File: src/sv/assert_macros.svh
// Assertion macros shared by the histogram RTL.
`ifndef ASSERT_MACROS_SVH
`define ASSERT_MACROS_SVH

// Same-cycle implication, disabled during reset.
`define ASSERT_IMPLIES(label, clk, rst, ante, cons, msg) \
  label: assert property (@(posedge clk) disable iff (rst) (ante) |-> (cons)) \
    else $error(msg);

// Next-cycle implication, disabled during reset.
`define ASSERT_NEXT(label, clk, rst, ante, cons, msg) \
  label: assert property (@(posedge clk) disable iff (rst) (ante) |=> (cons)) \
    else $error(msg);

`endif

File: src/sv/mih_pkg.sv
// Shared types and constants of the multichannel image histogram.
package mih_pkg;

  localparam int MAX_CHANNELS = 4;
  localparam int CH_BITS      = 2;
  localparam int BIN_BITS     = 12;
  localparam int COUNT_BITS   = 25;
  localparam int POS_BITS     = 24;
  localparam int PIX_BITS     = 16;
  localparam int DEPTH_BITS   = 4;
  localparam int CHCNT_BITS   = 3;
  localparam int DIM_BITS     = 13;
  localparam int PLANE_BITS   = 25;
  localparam int CFG_BITS     = 13;
  localparam int ADDR_BITS    = CH_BITS + BIN_BITS;
  localparam int STORE_DEPTH  = 1 << ADDR_BITS;

  localparam logic [COUNT_BITS-1:0] COUNT_MAX = {COUNT_BITS{1'b1}};
  localparam logic [DIM_BITS-1:0]   DIM_MAX   = 13'd4096;
  localparam logic [DEPTH_BITS-1:0] DEPTH_MAX = 4'd12;
  localparam logic [CHCNT_BITS-1:0] CH_MAX    = 3'd4;

  localparam logic [DEPTH_BITS-1:0] RST_BIT_DEPTH     = 4'd8;
  localparam logic [CHCNT_BITS-1:0] RST_CHANNEL_COUNT = 3'd1;
  localparam logic [DIM_BITS-1:0]   RST_FRAME_WIDTH   = 13'd640;
  localparam logic [DIM_BITS-1:0]   RST_FRAME_HEIGHT  = 13'd480;

  typedef enum logic [1:0] {
    REG_BIT_DEPTH     = 2'd0,
    REG_CHANNEL_COUNT = 2'd1,
    REG_FRAME_WIDTH   = 2'd2,
    REG_FRAME_HEIGHT  = 2'd3
  } cfg_reg_t;

  // controller -> datapath
  typedef struct packed {
    logic latch;   // capture the request
    logic sweep;   // write zero at the sweep address, advance it
    logic commit;  // finish the request: update bin, position, result
  } ctrl_cmd_t;

  // datapath -> controller
  typedef struct packed {
    logic first_pixel; // incoming request is the first pixel of a frame
    logic sweep_last;  // sweep address is at the last entry
  } ctrl_stat_t;

endpackage

File: src/sv/mih_ctrl.sv
// Control state machine of the histogram: sweep, fetch and commit sequencing.
module mih_ctrl
  import mih_pkg::*;
(
  input  logic       clk,
  input  logic       rst,
  input  logic       start,
  input  ctrl_stat_t stat,
  output ctrl_cmd_t  cmd,
  output logic       busy
);

  typedef enum logic [4:0] {
    S_INIT  = 5'b00001,  // clear sweep after reset
    S_IDLE  = 5'b00010,
    S_CLEAR = 5'b00100,  // clear sweep before the first pixel of a frame
    S_FETCH = 5'b01000,  // bin address on the RAM read port
    S_WRITE = 5'b10000   // read data back, update and report
  } state_t;

  state_t state, state_next;
  logic   accept;

  assign accept = (state == S_IDLE) && start;
  assign busy   = (state != S_IDLE);

  always_comb begin
    state_next = state;
    case (state)
      S_INIT: begin
        if (stat.sweep_last) state_next = S_IDLE;
      end
      S_IDLE: begin
        if (start) state_next = stat.first_pixel ? S_CLEAR : S_FETCH;
      end
      S_CLEAR: begin
        if (stat.sweep_last) state_next = S_FETCH;
      end
      S_FETCH: state_next = S_WRITE;
      S_WRITE: state_next = S_IDLE;
      default: state_next = S_INIT;
    endcase
  end

  always_ff @(posedge clk) begin
    if (rst) begin
      state <= S_INIT;
    end else begin
      state <= state_next;
    end
  end

  always_comb begin
    cmd.latch  = accept;
    cmd.sweep  = (state == S_INIT) || (state == S_CLEAR);
    cmd.commit = (state == S_WRITE);
  end

endmodule

File: config.mk
export PLATFORM = sky130hd
export DESIGN_NAME = mih_ctrl
export DESIGN_NICKNAME = d
export VERILOG_FILES = /design/src/sv/assert_macros.svh /design/src/sv/mih_pkg.sv /design/src/sv/mih_ctrl.sv
export SDC_FILE = /design/constraint.sdc
export NUM_CORES = 1
export LEC_CHECK = 0
export BUFFER_PORTS_ARGS = -buffer_cell sky130_fd_sc_hd__buf_2
export CORE_AREA = 2 2 39 41
export CTS_CLUSTER_SIZE = 40
export DETAILED_ROUTE_END_ITERATION = 6
export DIE_AREA = 0 0 41 43
export PLACE_DENSITY = 0.4
export SETUP_SLACK_MARGIN = 0.05
export SLEW_MARGIN = 20
export SYNTH_ARGS = -nofsm -noshare
export SYNTH_HDL_FRONTEND = slang
export SYNTH_SLANG_ARGS = --single-unit
File: constraint.sdc
create_clock -name clk -period 1.88 [get_ports clk]
set_clock_uncertainty 0.2 [all_clocks]
set_input_delay 0.376 -clock clk [delete_from_list [all_inputs] [get_ports clk]]
set_output_delay 0.376 -clock clk [all_outputs]
set_load 0.005 [all_outputs]
### Yosys cells after proc, flatten, opt, wreduce, memory -nomap -nowiden

Cells that the tools add are included.

* input port bits: 5
* word-level logic and storage cells: 18
* flip-flop bits (word level): 5

* muxes and demuxes: 5
* equal/unequal tests: 9
* reductions and logical operators: 3

Operator list (count)
* one-hot mux 5 bit (5 select lines): 1
* two-way mux 5 bit: 3
* inequality test 2 bit, second input constant: 3
* == test 5 x 1 -> 1 bit, second input constant: 1
* == test 5 x 2 -> 1 bit, second input constant: 1
* == test 5 x 3 -> 1 bit, second input constant: 1
* == test 5 x 4 -> 1 bit, second input constant: 1
* == test 5 bit, second input constant: 1
* inequality test 5 x 2 -> 1 bit, second input constant: 1
* two-way mux 4 bit: 1
* AND reduction 3 bit: 1
* logical AND 1 bit: 1
* logical OR 1 bit: 1

### Logic depth before layout (Yosys ltp)

Gate-level depths: netlist (run 1).

* word-level depth: 3
* gate-level depth with buffers: 4

### Worst setup path before layout (run 1)

OpenSTA, ideal clock, no wires.

* path type: register to output
* from: register state[0]
* to: output port cmd[2] (netlist bit)
* data arrival time: 1119 ps
* setup slack: 185 ps
* stages on the path, launching flop included: 5
* buffers on the path: 2
* required time: 1304 ps
* cells stage by stage: dfxtp_1 -> clkbuf_1 -> nor4_1 -> and3_1 -> buf_4

* word-level cells in the longest chain between the ends: 2

RTL lines
* start: declaration: RTL line mih_ctrl.sv:21 `state_t state, state_next;`
* start signal: assignment: RTL line mih_ctrl.sv:49 `state <= state_next;`
* == test 5 x 2 -> 1 bit: RTL line mih_ctrl.sv:24 `assign accept = (state == S_IDLE) && start;`
* logical AND 1 bit: RTL line mih_ctrl.sv:24
* end: declaration: RTL line mih_ctrl.sv:9 `output ctrl_cmd_t cmd,`

No other way between the ends.

==> impl_metrics.csv, run 1 <==
group,metric,value,unit
synth,synth_nets,46,
die,coreArea,1380,um2
clocking,cts_buffers,3,
drt,vias,347,
layout,multiInputGateArea,216,um2
global_route,antenna_found_initial,0,
setup_path,worstSetupEndpointType,"output pin",
min_path,worstHoldPathType,"primary input to flip-flop",
synth,synth.area.top_cells,"dfxtp_1, nor4_1, nor2b_1",
die,die-area,1760,um2
clocking,cts_tree,"yes",
timing,rsz0062_at_grt,"no",
setup_path,crit_type,"flip-flop to output pin",
timing,worst_pin_slew,396,ps
run_status,status,"finished, final reports clean",
clocking,cts.sinks,5,
clocking,clock_path_buffers,2,
drt,wl_met1,390,um
drt,wl_met3,57,um
clocking,path_clk_slew,50,ps
drt,wl_met2,432,um
synth,avgSynthCellArea,8.12,um2
drt,ant_nets,0,
synth,netlist.area_leader.share,30.1,%
pwr,p_leak,0.000166,uW
die,die_w,41,um
synth,syn_inst,41,
layout,final-seq-area,108,um2
die,start_util,24.1,%
synth,synth-xor-area-share,5.26,%
drt,wl_per_cell,13.6,um
layout,drive_gt1_share,44.9,%
pwr,power_per_cell_area,707,nW/um2
synth,yosys_register_bits,5,
synth,yosysWarnings,0,
synth,syn_area,333,um2
synth,yosys-mux-area-fraction,0,%
layout,fillers,151,
global_route,grt.total_usage,12.2,%
synth,synth_top_area_cell,"dfxtp_1",
global_route,grt_start_max_net_pins,13,
clocking,cts-root-buf,"clkbuf_4",
setup_path,startpoint_type,"flip-flop",
synth,synth_top_family_by_area,"simple AND/OR/NAND/NOR gates",
timing,post-route-period-util,95.1,%
setup_path,cp.arrival,1210,ps
placement,gp_congestion,0.791,
die,boundaryPins,9,
setup_path,required,1300,ps
synth,synth-simple-area-share,36.5,%
timing,setup_viol_count_final,0,
timing,min_period,1790,ps
global_route,grt_pass1_wl,1400,um
clocking,insertion_delay,250,ps
layout,finalNonFillerCells,65,
die,die_y,43,um
clocking,postCtsHoldBufs,0,
timing,clock.fmax,559,MHz
layout,diodes,0,
setup_path,critPathMaxFanout,9,
drt,drc,0,
placement,portBuffers,8,
flow_run,maxCapViolCount,0,
layout,largest_register_ffs,5,
drt,dr.pass1.iters,2,
drt,viasPerCell,5.34,
synth,synth_compound_area_share,16.2,%
timing,finalHoldViolCount,0,
drt,top_layer,"met4",
pwr,power.total,304,uW
drt,drtIter0Drc,7,
clocking,cts_max_level,1,
global_route,grt_overflow,0,
synth,synthAdderAreaFrac,0,%
synth,yosysSeqAreaShare,30.1,%
layout,top_regs,"state: 5 flops",
placement,hpwlAfterDp,663,um
pwr,vdd.ir_drop.worst,320,uV
timing,finalSetupTns,0,ps
die,fp-row-count,14,
layout,top_register,"state",
layout,area_growth_syn_to_layout,28.9,%
timing,relSlewSlack,73.3,%
drt,totalWireLength,886,um
global_route,first_global_vias,326,
synth,synthDistinctLibCells,28,
timing,holdWs,130,ps
layout,fin_nets,55,
setup_path,r2r_setup_slack,310,ps
timing,final-max-slew-violation-count,0,
placement,dp.cells,61,
==> timing repair <==
action | CTS | global route
resized for setup | 2 | 7
pin swaps | 0 | 0
endpoints found under the setup margin | 3 | 4
setup buffers | 0 | 0
==> worst max-delay path: stages, from the launching register on <==
cell     delay (ps)
dfxtp_4         380
or2_4           270
nor3_1          180
buf_2           140
==> layout make-up <==
type	count	share of cell area, %
inverters	1	0.875
well taps	16	4.66
repair buffers	10	12.8
multi-input cells	29	50.4
flip-flops and latches	5	25.1
clock buffers	4	6.12
==> cells by family after synthesis <==
family / Yosys count
AO/OA/AOI/OAI: 8
buffers and inverters: 7
XOR/XNOR: 2
AND/OR/NAND/NOR: 19
flip-flops: 5
==> final timing paths <==
| kind | to | cells after the start | startpoint |
|---|---|---|---|
| setup / recovery | cmd[1] | 3 | state[4]$_SDFFE_PP0P_ |
| hold / removal | state[2]$_SDFFE_PP0P_ | 2 | rst |
| setup reg to reg | state[2]$_SDFFE_PP0P_ | 3 | state[4]$_SDFFE_PP0P_ |
| hold reg to reg | state[1]$_SDFFE_PP0P_ | 1 | state[3]$_SDFFE_PP0P_ |
==> metal layers <==
metal,global-route usage (%),vias to the layer above
met5,0,-
met4,4.00,0
li1,-,167
met3,6.28,2
met2,17.5,11
met1,15.2,167
==> power breakdown <==
group / switching [uW] / internal [uW] / total, uW
Combinational: 25.3 / 28.1 / 53.3
Sequential: 12.1 / 111 / 123
Clock: 46.6 / 80.4 / 127
==> stage by stage <==
stage | cell area [um2] | util [%] | worst slack, ps
2_1_floorplan | 333 | - | 185
3_3_place_gp | 372 | 26.9 | 196
3_5_place_dp | 372 | 26.9 | 167
4_1_cts | 405 | 29.3 | 31.0
5_1_grt | 429 | 31.0 | 48.3
6_report | 429 | 31.0 | 92.0
==> cell usage after synthesis, drive strengths merged <==
master,instances
dfxtp,5
buf,4
nor2,3
nor4,3
clkbuf,2
nor2b,2
nor3,2
o21ai,2
a21oi,1
a31o,1
a31oi,1
and3,1
and4,1
inv,1
nand2,1
nand4,1
nand4b,1
nor3b,1
nor4b,1
o211ai,1
o31ai,1
o41ai,1
or2,1
or4b,1
xnor2,1
xor2,1
==> placed cells by master (no fill, tap or decap), types with 2 or more instances in the layout <==
cell	n
buf_2	8
buf_4	2
dfxtp_2	3
nor4_1	2
clkbuf_4	3
nor2_1	3
o21ai_0	2
nor3_1	2
Power figures use the tool's default switching activity.
==> run 2: changes to the inputs <==
--- a/config.mk
+++ b/config.mk
@@ -7,6 +7,7 @@
 export LEC_CHECK = 0
 export BUFFER_PORTS_ARGS = -buffer_cell sky130_fd_sc_hd__buf_2
 export CORE_AREA = 2 2 39 41
+export CTS_BUF_LIST = sky130_fd_sc_hd__clkbuf_8 sky130_fd_sc_hd__clkbuf_16
 export CTS_CLUSTER_SIZE = 40
 export DETAILED_ROUTE_END_ITERATION = 6
 export DIE_AREA = 0 0 41 43
==> run 2 against run 1 <==
Fmax is 1.7% higher; sequential cell count stayed put; global-route usage is 1.0 points higher; cell count stayed put; largest cell class unchanged; largest power group unchanged.
==> impl_metrics.csv, run 2 (synthesis gave the netlist of run 1 again) <==
group,metric,value,unit
run_status,status,"finished, final reports clean",
clocking,cts_buffers,3,
setup_path,rr_endpoint,"state[2]$_SDFFE_PP0P_",
setup_path,crit_path_end,"cmd[1]",
layout,layout.cells.most_common,"buf_2",
timing,finalSetupTns,0,ps
global_route,grt_pass1_wl,1500,um
layout,fin_nets,55,
die,boundaryPins,9,
layout,area_growth_syn_to_layout,34.2,%
setup_path,crit_type,"flip-flop to output pin",
timing,min_period,1760,ps
setup_path,cp.arrival,1180,ps
flow_run,maxCapViolCount,0,
timing,relSlewSlack,71.9,%
drt,drc,0,
layout,layout_common_cells,"buf_2, nor2_1, clkbuf_8",
clocking,cts-root-buf,"clkbuf_8",
clocking,cts.sinks,5,
die,fp-row-count,14,
min_path,worstHoldPathType,"primary input to flip-flop",
global_route,first_global_vias,323,
min_path,hold_path_depth,2,
layout,utilization,32.3,%
timing,finalHoldViolCount,0,
drt,drtIter0Drc,6,
placement,portBuffers,8,
placement,hpwlAfterDp,663,um
die,coreArea,1380,um2
die,die_y,43,um
drt,totalWireLength,908,um
global_route,grt_start_max_net_pins,13,
layout,drive_gt1_share,42.9,%
clocking,postCtsHoldBufs,0,
timing,setup_viol_count_final,0,
setup_path,startpoint_type,"flip-flop",
die,die-area,1760,um2
layout,largest_register_ffs,5,
setup_path,r2r-start,"state[4]$_SDFFE_PP0P_",
die,die_w,41,um
drt,viasPerCell,5.34,
pwr,vdd.ir_drop.worst,340,uV
layout,top_regs,"state: 5 flops",
clocking,cts_tree,"yes",
min_path,min_from,"rst",
pwr,power_per_cell_area,832,nW/um2
clocking,cts_setup_buffers,0,
die,start_util,24.1,%
timing,clock.fmax,569,MHz
clocking,cts_max_level,1,
setup_path,r2r.worst_path.cells,3,
setup_path,required,1300,ps
global_route,antenna_found_initial,0,
layout,diodes,0,
timing,rsz0062_at_grt,"no",
setup_path,r2r_setup_slack,330,ps
pwr,p_leak,0.000177,uW
global_route,grt_overflow,0,
setup_path,critPathMaxFanout,9,
timing,worst_pin_slew,417,ps
setup_path,worstSetupEndpointType,"output pin",
placement,gp_congestion,0.791,
global_route,grt.total_usage,13.2,%
setup_path,crit_start,"state[4]$_SDFFE_PP0P_",
layout,top_register,"state",
drt,ant_nets,0,
drt,vias,347,
clocking,insertion_delay,220,ps
drt,wl_per_cell,14.0,um
clocking,clock_path_buffers,2,
timing,post-route-period-util,93.5,%
timing,final-max-slew-violation-count,0,
drt,dr.pass1.iters,4,
clocking,path_clk_slew,40,ps
[run 2: layer usage]
metal  routed length (um)  up-vias  global-route usage [%]
met3                   49        0                    6.28
met4                    0        0                    6.00
met1                  390      168                    16.1
li1                     -      167                       -
met5                    0        -                       0
met2                  468       12                    18.8
[run 2: final cells by class]
| type | instances | area, um2 |
|---|---|---|
| Inverter | 1 | 3.75 |
| Fill cell | 151 | 937 |
| Tap cell | 16 | 20.0 |
| Clock buffer | 3 | 41.3 |
| Sequential cell | 5 | 106 |
| Timing Repair Buffer | 10 | 55.1 |
| Multi-Input combinational cell | 29 | 216 |
| Clock inverter | 1 | 3.75 |
[run 2: worst min-delay path by stage]
stage                                  to
floorplan           state[2]$_SDFFE_PP0P_
CTS                 state[2]$_SDFFE_PP0P_
detailed placement  state[2]$_SDFFE_PP0P_
global placement    state[2]$_SDFFE_PP0P_
finish              state[2]$_SDFFE_PP0P_
global route        state[2]$_SDFFE_PP0P_
[run 2: worst max-delay path, cell delays in order, from the launching register on]
cell and delay, ps:
dfxtp_4 370, or2_4 270, nor3_1 180, buf_2 140
[run 2: per-stage QoR]
step | hold WS (ps) | instances | power [uW] | worst slack (ps) | cell area (um2)
floorplan | 245 | 41 | 154 | 185 | 333
global placement | 372 | 61 | 173 | 196 | 372
detailed placement | 379 | 61 | 174 | 167 | 372
CTS | 151 | 65 | 371 | 53.9 | 424
global route | 133 | 65 | 395 | 73.1 | 447
finish | 144 | 65 | 372 | 122 | 447
[run 2: where the power goes]
part	leakage, uW	internal, uW	switching, uW
clock network	0.0000269	140	54.5
logic	0.000108	28.0	26.0
registers	0.0000426	111	12.1
[run 2: what timing repair did]
| item | in CTS | in global routing |
|---|---|---|
| pin swaps | 0 | 0 |
| endpoints found under the setup margin | 3 | 4 |
| gates resized for setup | 2 | 6 |
| endpoints found under the hold margin | 0 | 0 |
==> run 3: changes to the inputs <==
--- a/config.mk
+++ b/config.mk
@@ -5,13 +5,14 @@
 export SDC_FILE = /design/constraint.sdc
 export NUM_CORES = 1
 export LEC_CHECK = 0
+export ABC_AREA = 1
 export BUFFER_PORTS_ARGS = -buffer_cell sky130_fd_sc_hd__buf_2
 export CORE_AREA = 2 2 39 41
 export CTS_BUF_LIST = sky130_fd_sc_hd__clkbuf_8 sky130_fd_sc_hd__clkbuf_16
 export CTS_CLUSTER_SIZE = 40
 export DETAILED_ROUTE_END_ITERATION = 6
 export DIE_AREA = 0 0 41 43
-export PLACE_DENSITY = 0.4
+export PLACE_DENSITY = 0.41
 export SETUP_SLACK_MARGIN = 0.05
 export SLEW_MARGIN = 20
 export SYNTH_ARGS = -nofsm -noshare
==> run 3 against run 2 <==
Hold slack better by 18 ps; worst setup slack better by 85 ps; synthesized cell count is 17% higher; critical endpoint is now cmd[2]; global-route usage is 4.1 points lower; clock power fell by 5%; final area is 1.4% lower; largest cell class unchanged; highest routed layer is now met4; first-iteration DRC count grew 67%; largest power group unchanged; fmax increased by 5.1%; cell count rose by 15%; sequential power rose by 7%; non-clock buffer count shrank 2; utilization down 0.45 points.
==> impl_metrics.csv, run 3 <==
group,metric,value,unit
setup_path,cp_slowest_stage_delay,320,ps
synth,synthArstFlopShare,0,%
synth,yosys_register_bits,5,
synth,synthDistinctLibCells,14,
drt,vias,337,
setup_path,path_cells,"nor2_4, nand3_2, nor2_4, buf_2",
global_route,grt_overflow,0,
clocking,clock_path_buffers,2,
placement,portBuffers,8,
layout,drive_gt1_share,40.7,%
timing,finalSetupTns,0,ps
layout,diodes,0,
setup_path,crit_type,"flip-flop to output pin",
min_path,worstHoldPathType,"primary input to flip-flop",
timing,min_period,1670,ps
clocking,cts-root-buf,"clkbuf_8",
global_route,antenna_found_initial,0,
timing,finalHoldViolCount,0,
layout,top_regs,"state: 5 flops",
drt,ant_nets,0,
clocking,cts_max_level,1,
clocking,cts_resized,0,
synth,synth.area.top_cells,"dfxtp_1, inv_1, nand3_2",
die,die_w,41,um
layout,fin_nets,65,
clocking,path_clk_slew,30,ps
drt,drtIter0Drc,10,
setup_path,crit_slowest_cell,"dfxtp_1",
die,start_util,24.8,%
layout,largest_register_ffs,5,
die,fp-row-count,14,
run_status,status,"finished, final reports clean",
synth,syn_inst,48,
clocking,cts.sinks,5,
die,die_y,43,um
global_route,grt.total_usage,9.04,%
synth,syn_area,343,um2
clocking,cts_tree,"yes",
drt,dr.pass1.iters,4,
setup_path,path_buf_inv,1,
synth,yosysSeqAreaShare,29.2,%
drt,drc,0,
drt,viasPerCell,4.49,
die,die-area,1760,um2
global_route,first_global_vias,300,
setup_path,cpLargestDelayFamily,"simple AND/OR/NAND/NOR gates",
flow_run,maxCapViolCount,0,
timing,final-max-slew-violation-count,0,
global_route,grt_pass1_wl,1060,um
clocking,postCtsHoldBufs,0,
placement,gp_congestion,0.698,
synth,yosysMostFrequentCell,"inv_1",
setup_path,startpoint_type,"flip-flop",
timing,worst_pin_slew,201,ps
setup_path,crit_top_cell,"nor2_4",
synth,yosysWarnings,0,
placement,hpwlAfterDp,554,um
global_route,grt_start_max_net_pins,7,
setup_path,required,1300,ps
clocking,cts_buffers,3,
layout,top_register,"state",
setup_path,cp.arrival,1100,ps
die,coreArea,1380,um2
layout,utilization,31.8,%
synth,avgSynthCellArea,7.14,um2
synth,synth_flop_cell,"dfxtp_1",
layout,layout.cells.most_common,"inv_1",
timing,setup_viol_count_final,0,
timing,post-route-period-util,89.0,%
die,boundaryPins,9,
setup_path,worstSetupEndpointType,"output pin",
timing,clock.fmax,598,MHz
clocking,insertion_delay,210,ps
timing,rsz0062_at_grt,"no",
drt,totalWireLength,633,um
drt,wl_per_cell,8.44,um
synth,synth_nets,53,
synth,netlist.area_leader.share,29.2,%
timing,relSlewSlack,86.6,%
synth,synth_commonest_cells,"inv_1, nor2_1, dfxtp_1, nand2_1, nand3_1",
synth,synth_top_area_cell,"dfxtp_1",
pwr,p_leak,0.000227,uW
clocking,cts_setup_buffers,0,
setup_path,critPathMaxFanout,6,
pwr,power_per_cell_area,968,nW/um2
pwr,vdd.ir_drop.worst,479,uV
synth,synth-edff-count,0,
layout,area_growth_syn_to_layout,28.5,%
layout,layout_common_cells,"inv_1, buf_2, nor2_1",
[run 3: changes by cell type after synthesis, sizes merged, moves of 2 or more]
cell    change
o21ai       -2
nor2        +8
nor4        -3
clkbuf      -2
buf         -3
inv         +8
nand4       +3
nand3       +8
nor2b       -2
nand2       +7
[run 3: stage by stage]
stage	instance area (um2)	hold slack [ps]	setup WS (ps)	power [uW]	std cells
final	440	163	208	427	75
after global routing	440	176	120	457	75
after CTS	440	165	198	433	75
after detailed placement	395	340	431	242	71
after global placement	395	342	414	248	71
after floorplan	343	238	475	213	48
[run 3: worst paths after layout]
kind / startpoint / to / slack (ps) / cells past startpoint
min: rst / state[2]$_SDFFE_PP0P_ / 160 / 2
max reg2reg: state[0]$_SDFFE_PP1P_ / state[0]$_SDFFE_PP1P_ / 610 / 6
max: state[2]$_SDFFE_PP0P_ / cmd[2] / 210 / 4
min reg2reg: state[4]$_SDFFE_PP0P_ / state[4]$_SDFFE_PP0P_ / 340 / 1
[run 3: layout make-up]
type | count | area, um2
multi-input combinational | 33 | 201
clock buffer | 3 | 41.3
sequential | 5 | 100
fill | 156 | 943
tap | 16 | 20.0
inverter | 9 | 33.8
clock inverter | 1 | 3.75
timing repair buffer | 8 | 40.0
[run 3: where the power goes]
group / internal [uW] / switching, uW / total (uW)
clock network: 139 / 45.9 / 185
registers: 118 / 13.7 / 132
logic: 43.0 / 66.8 / 110
[run 3: logic make-up (layout without fill, tap and decap cells)]
group	after synthesis	in the layout	synth area share, %
flops	5	5	29.2
simple gates	32	32	56.2
buf+inv	10	21	12.0
compound gates	1	1	2.56
[run 3: metal layers]
metal / routed length [um] / part of all wire, % / up-vias / GRT usage, %
met1: 258 / 41 / 145 / 9.65
li1: - / - / 177 / -
met2: 314 / 50 / 13 / 13.1
met4: 8 / 1.3 / 0 / 8.00
met5: 0 / 0 / - / 0
met3: 53 / 8.4 / 2 / 3.14
